**config.mk**
```make
export PLATFORM = sky130hd
export DESIGN_NAME = btsq_ctrl
export DESIGN_NICKNAME = d
export VERILOG_FILES = /design/src/rtl/btsq_pkg.sv /design/src/rtl/btsq_ctrl.sv
export SDC_FILE = /design/constraint.sdc
export NUM_CORES = 1
export LEC_CHECK = 0
export ABC_AREA = 1
export BUFFER_PORTS_ARGS = -buffer_cell sky130_fd_sc_hd__buf_2
export CORE_AREA = 3 3 40 42
export DETAILED_ROUTE_END_ITERATION = 16
export DIE_AREA = 0 0 43 45
export MAX_ROUTING_LAYER = met4
export PLACE_DENSITY = 0.63
export SLEW_MARGIN = 20
export SYNTH_ARGS = -nofsm -noshare
export SYNTH_HDL_FRONTEND = slang
export SYNTH_SLANG_ARGS = --single-unit
```
**constraint.sdc**
```tcl
create_clock -name clk -period 1.2 [get_ports clk]
set_clock_uncertainty 0.1 [all_clocks]
set_input_delay 0.24 -clock clk [delete_from_list [all_inputs] [get_ports clk]]
set_output_delay 0.24 -clock clk [all_outputs]
set_load 0.005 [all_outputs]
```
**src/rtl/btsq_pkg.sv**
```systemverilog
//------------------------------------------------------------------------------
// btsq_pkg
// Shared types and constants for the box table segment query block.
//------------------------------------------------------------------------------
package btsq_pkg;

    localparam int CFG_BITS   = 10;
    localparam int IDX_BITS   = 1;
    localparam int COORD_BITS = 12;

    // Request kinds
    localparam logic [1:0] KIND_PLACE = 2'd0;
    localparam logic [1:0] KIND_ADD   = 2'd1;
    localparam logic [1:0] KIND_DEL   = 2'd2;
    localparam logic [1:0] KIND_SEG   = 2'd3;

    // Configuration register indexes
    localparam logic [IDX_BITS-1:0] REG_WIDTH  = 1'd0;
    localparam logic [IDX_BITS-1:0] REG_HEIGHT = 1'd1;

    typedef struct packed {
        logic [1:0]            kind;
        logic [COORD_BITS-1:0] pos_x;
        logic [COORD_BITS-1:0] pos_y;
        logic [COORD_BITS-1:0] end_x;
        logic [COORD_BITS-1:0] end_y;
    } req_t;

    typedef struct packed {
        logic       answer;
        logic       status;
        logic [6:0] box_count;
    } rsp_t;

    // Controller to datapath commands
    typedef struct packed {
        logic load;      // capture request
        logic scan_rd;   // issue table read for current index
        logic eval;      // evaluate read entry
        logic div_start; // start divisions for current entry
        logic div_done_use; // fold division results
        logic finish;    // write back and report
    } dp_cmd_t;

    // Datapath to controller status
    typedef struct packed {
        logic last;      // current index is last slot
        logic hit;       // search terminates on this entry
        logic need_div;  // entry needs slope divisions
        logic div_busy;
    } dp_sts_t;

endpackage

```
**src/rtl/btsq_ctrl.sv**
```systemverilog
//------------------------------------------------------------------------------
// btsq_ctrl
// Sequencer: scans the table one slot per read, waits on divisions.
//------------------------------------------------------------------------------
module btsq_ctrl
    import btsq_pkg::*;
(
    input  logic    clk,
    input  logic    rst_n,
    input  logic    start,
    output logic    busy,
    output dp_cmd_t cmd,
    input  dp_sts_t sts
);

    typedef enum logic [5:0] {
        S_IDLE = 6'b000001,
        S_READ = 6'b000010,
        S_EVAL = 6'b000100,
        S_DIVS = 6'b001000,
        S_DIVW = 6'b010000,
        S_DONE = 6'b100000
    } state_t;

    state_t state_reg, state_next;

    always_comb
    begin
        state_next = state_reg;
        cmd        = '0;
        case (state_reg)
            S_IDLE:
            begin
                if (start)
                begin
                    cmd.load   = 1'b1;
                    state_next = S_READ;
                end
            end
            S_READ:
            begin
                cmd.scan_rd = 1'b1;
                state_next  = S_EVAL;
            end
            S_EVAL:
            begin
                cmd.eval = 1'b1;
                if (sts.hit || (!sts.need_div && sts.last))
                    state_next = S_DONE;
                else if (sts.need_div)
                    state_next = S_DIVS;
                else
                    state_next = S_READ;
            end
            S_DIVS:
            begin
                cmd.div_start = 1'b1;
                state_next    = S_DIVW;
            end
            S_DIVW:
            begin
                if (!sts.div_busy)
                begin
                    cmd.div_done_use = 1'b1;
                    if (sts.hit || sts.last)
                        state_next = S_DONE;
                    else
                        state_next = S_READ;
                end
            end
            S_DONE:
            begin
                cmd.finish = 1'b1;
                state_next = S_IDLE;
            end
            default:
                state_next = S_IDLE;
        endcase
    end

    always_ff @(posedge clk or negedge rst_n)
    begin
        if (!rst_n)
            state_reg <= S_IDLE;
        else
            state_reg <= state_next;
    end

    assign busy = (state_reg != S_IDLE);

    a_onehot: assert property (@(posedge clk) disable iff (!rst_n) $onehot(state_reg))
        else $error("state not one-hot");
    a_start: assert property (@(posedge clk) disable iff (!rst_n)
        (state_reg == S_IDLE && start) |=> state_reg == S_READ)
        else $error("request not taken");
    a_done: assert property (@(posedge clk) disable iff (!rst_n)
        state_reg == S_DONE |=> state_reg == S_IDLE)
        else $error("done not followed by idle");

endmodule

```
==> impl_results.md <==
* Initial Util at 0.312
* Max_slew headroom at 0.868
* Post-synth ARST share at 1.00
* Worst-Skew Late Latency at 0.25 ns
* H-tree levels at 1
* Worst slack, placed at -0.156 ns
* DR vias/cell at 4.56
* Worst Setup End Kind: primary output
* CTS tree: done
* Synth area leader: dfrtp_1
* Synth warn at 0
* Worst-path clk slew at 0.05 ns
* Deepest clock path buffer count at 2
* Initial antenna violation count at 0
* CP Launch Type: register
* Row Count at 13
* Post-DP HPWL at 766 µm
* Max Slew Vio Count at 0
* Synth Instances at 56
* First DRT Iteration DRCs at 6
* Vias at 465
* RD Place Congestion at 0.830
* Leak at 0.401 nW
* WL/cell at 11.8 µm
* Post-synth top area share at 0.313
* DR DRC count at 0
* First-pass DRT Iterations at 5
* R2R cell count at 7
* R2r endpoint: state_reg[0]
* Core Box Area at 1280 µm²
* Setup-failing EPs final at 12
* WS Path Type: reg -> out
* Synthesized area per cell at 7.15 µm²
* Share of layout cells above drive strength 1 at 0.632
* Fin nets at 95
* Die area at 1940 µm²
* FF-to-FF Start: state_reg[4]
* Worst min-delay path category: in -> reg
* Power Total at 0.00132 W
* IO buf count at 13
* Yosys cell types at 15
* Num ports at 14
* WHS Endpoint: state_reg[3]
* Worst vdd ir at 0.787 mV
* Layout fillers at 129
* Die X-Extent at 43 µm
* Diode count at 0
* Min Tclk post-route at 1.58 ns
* Max Clock Freq at 0.634 GHz
* Sequential share of the synthesized area at 0.378
* Syn Nets at 63
* Total gr overflow at 0
* Final antenna-violating net count at 0
* Max-cap violation count at 0
* Vias in the first global route at 434
* Clk root buf: clkbuf_4
* Pwr/cell area at 1840 nW/µm²
* Sink Count at 6
* Final Hold Viols at 0
* Post-Route WL at 1210 µm
* Largest register FFs at 6
* RSZ-0062 raised after global routing: true
* Min-delay src: sts[2]
* Violated checks: negative setup slack
* Die height at 45 µm
* Area contributors post-synth: dfrtp_1 31%, inv_1 10%, nor2_1 10%
* Global-route wire length before repair at 1840 µm
* Most instantiated cells after synthesis: 11 x inv_1, 11 x nor2_1, 8 x nand2_1, 5 x dfrtp_1, 5 x nand3_1
* Cell Area, Synth at 400 µm²
* WP data required at 0.86 ns
* Inserted Clock Buffers at 3
* GRT Util Overall at 0.136
* Synthesized flop and latch total at 6
* Period utilization at 1.31
* Post-synth EDFFs at 0
* Top FF cell, synth: dfrtp_1
* Reg2reg setup slack at -0.21 ns
* Syn-to-layout area delta at 79.4%
* Worst Tran Pin Value at 0.197 ns
* Critical-path maximum fanout at 3
* Final WS setup at -0.377 ns
* WHS Path Cells at 2
* Outcome: complete, but fails checks
* Arr. time, crit path at 1.24 ns
* Largest net degree at the start of global routing at 7
cells in the final DEF (no fill, tap or decap), drive strengths merged:
cell / Yosys / final
buf: 0 / 26
dfstp: 1 / 1
nand3: 8 / 8
inv: 12 / 12
nand2: 8 / 8
dfrtp: 5 / 5
o21ai: 1 / 1
dlygate4sd3: 0 / 1
nor3: 1 / 1
nand4: 1 / 1
a21oi: 2 / 2
nor2: 17 / 17
clkbuf: 0 / 4
routing by layer:
metal | GRT usage | wire length [µm]
met2 | 0.213 | 664
met3 | 0.0279 | 56
met1 | 0.159 | 475
met5 | - | 0
met4 | 0.0904 | 10
cell families after synthesis:
| group | Yosys count | share of synthesized area |
|---|---|---|
| and+or+nand+nor | 35 | 0.462 |
| DFF | 6 | 0.378 |
| buffers and inverters | 12 | 0.112 |
| AOI/OAI and AO/OA | 3 | 0.0469 |
metrics by stage:
stage          setup TNS (ns)  instance area (µm²)   util  cells  hold slack [ns]
2_1_floorplan         -0.0346                  403      -     56           -0.156
3_3_place_gp           -0.538                  524  0.408     89          -0.0336
3_5_place_dp           -0.768                  524  0.408     89          -0.0310
4_1_cts                 -2.96                  628  0.489    100           0.0770
5_1_grt                 -3.77                  718  0.559    102           0.0857
6_report                -3.10                  718  0.559    102           0.0767
final cells by class:
cell class,count,area [µm²],area share
Sequential cell,6,154,0.214
Multi-Input combinational cell,38,287,0.399
Tap cell,15,18.8,0.0261
Timing Repair Buffer,27,188,0.261
Inverter,12,45.0,0.0627
Clock buffer,4,26.3,0.0366
worst max path at each step:
| stage | start | to | slack [ns] | depth (start not counted) |
|---|---|---|---|---|
| floorplan | state_reg[0] | cmd[5] | -0.03 | 4 |
| global placement | state_reg[0] | cmd[5] | -0.10 | 5 |
| detailed placement | state_reg[0] | cmd[5] | -0.16 | 5 |
| CTS | state_reg[0] | cmd[5] | -0.38 | 5 |
| global route | state_reg[3] | cmd[0] | -0.45 | 6 |
| finish | state_reg[0] | cmd[5] | -0.38 | 5 |
critical path, cell delays in order (launching register included):
cell and delay, ns:
dfstp_2 0.54, inv_2 0.06, nor2_4 0.09, nand3_2 0.10, nor2_2 0.09, buf_2 0.11
repair_timing:
item	in CTS	in global routing
hold buffers	1	0
buffers inserted	6	4
hold endpoints to repair	6	0
resized for setup	7	20
endpoints found under the setup margin	11	13
pin swaps	4	7
where the power goes:
group | switching, W | internal [W] | total, W
clock | 0.0000800 | 0.000126 | 0.000206
sequential | 0.0000521 | 0.000259 | 0.000311
combinational | 0.000421 | 0.000382 | 0.000804
total | 0.000554 | 0.000768 | 0.00132
No activity file was read; power rests on OpenSTA's default activity.
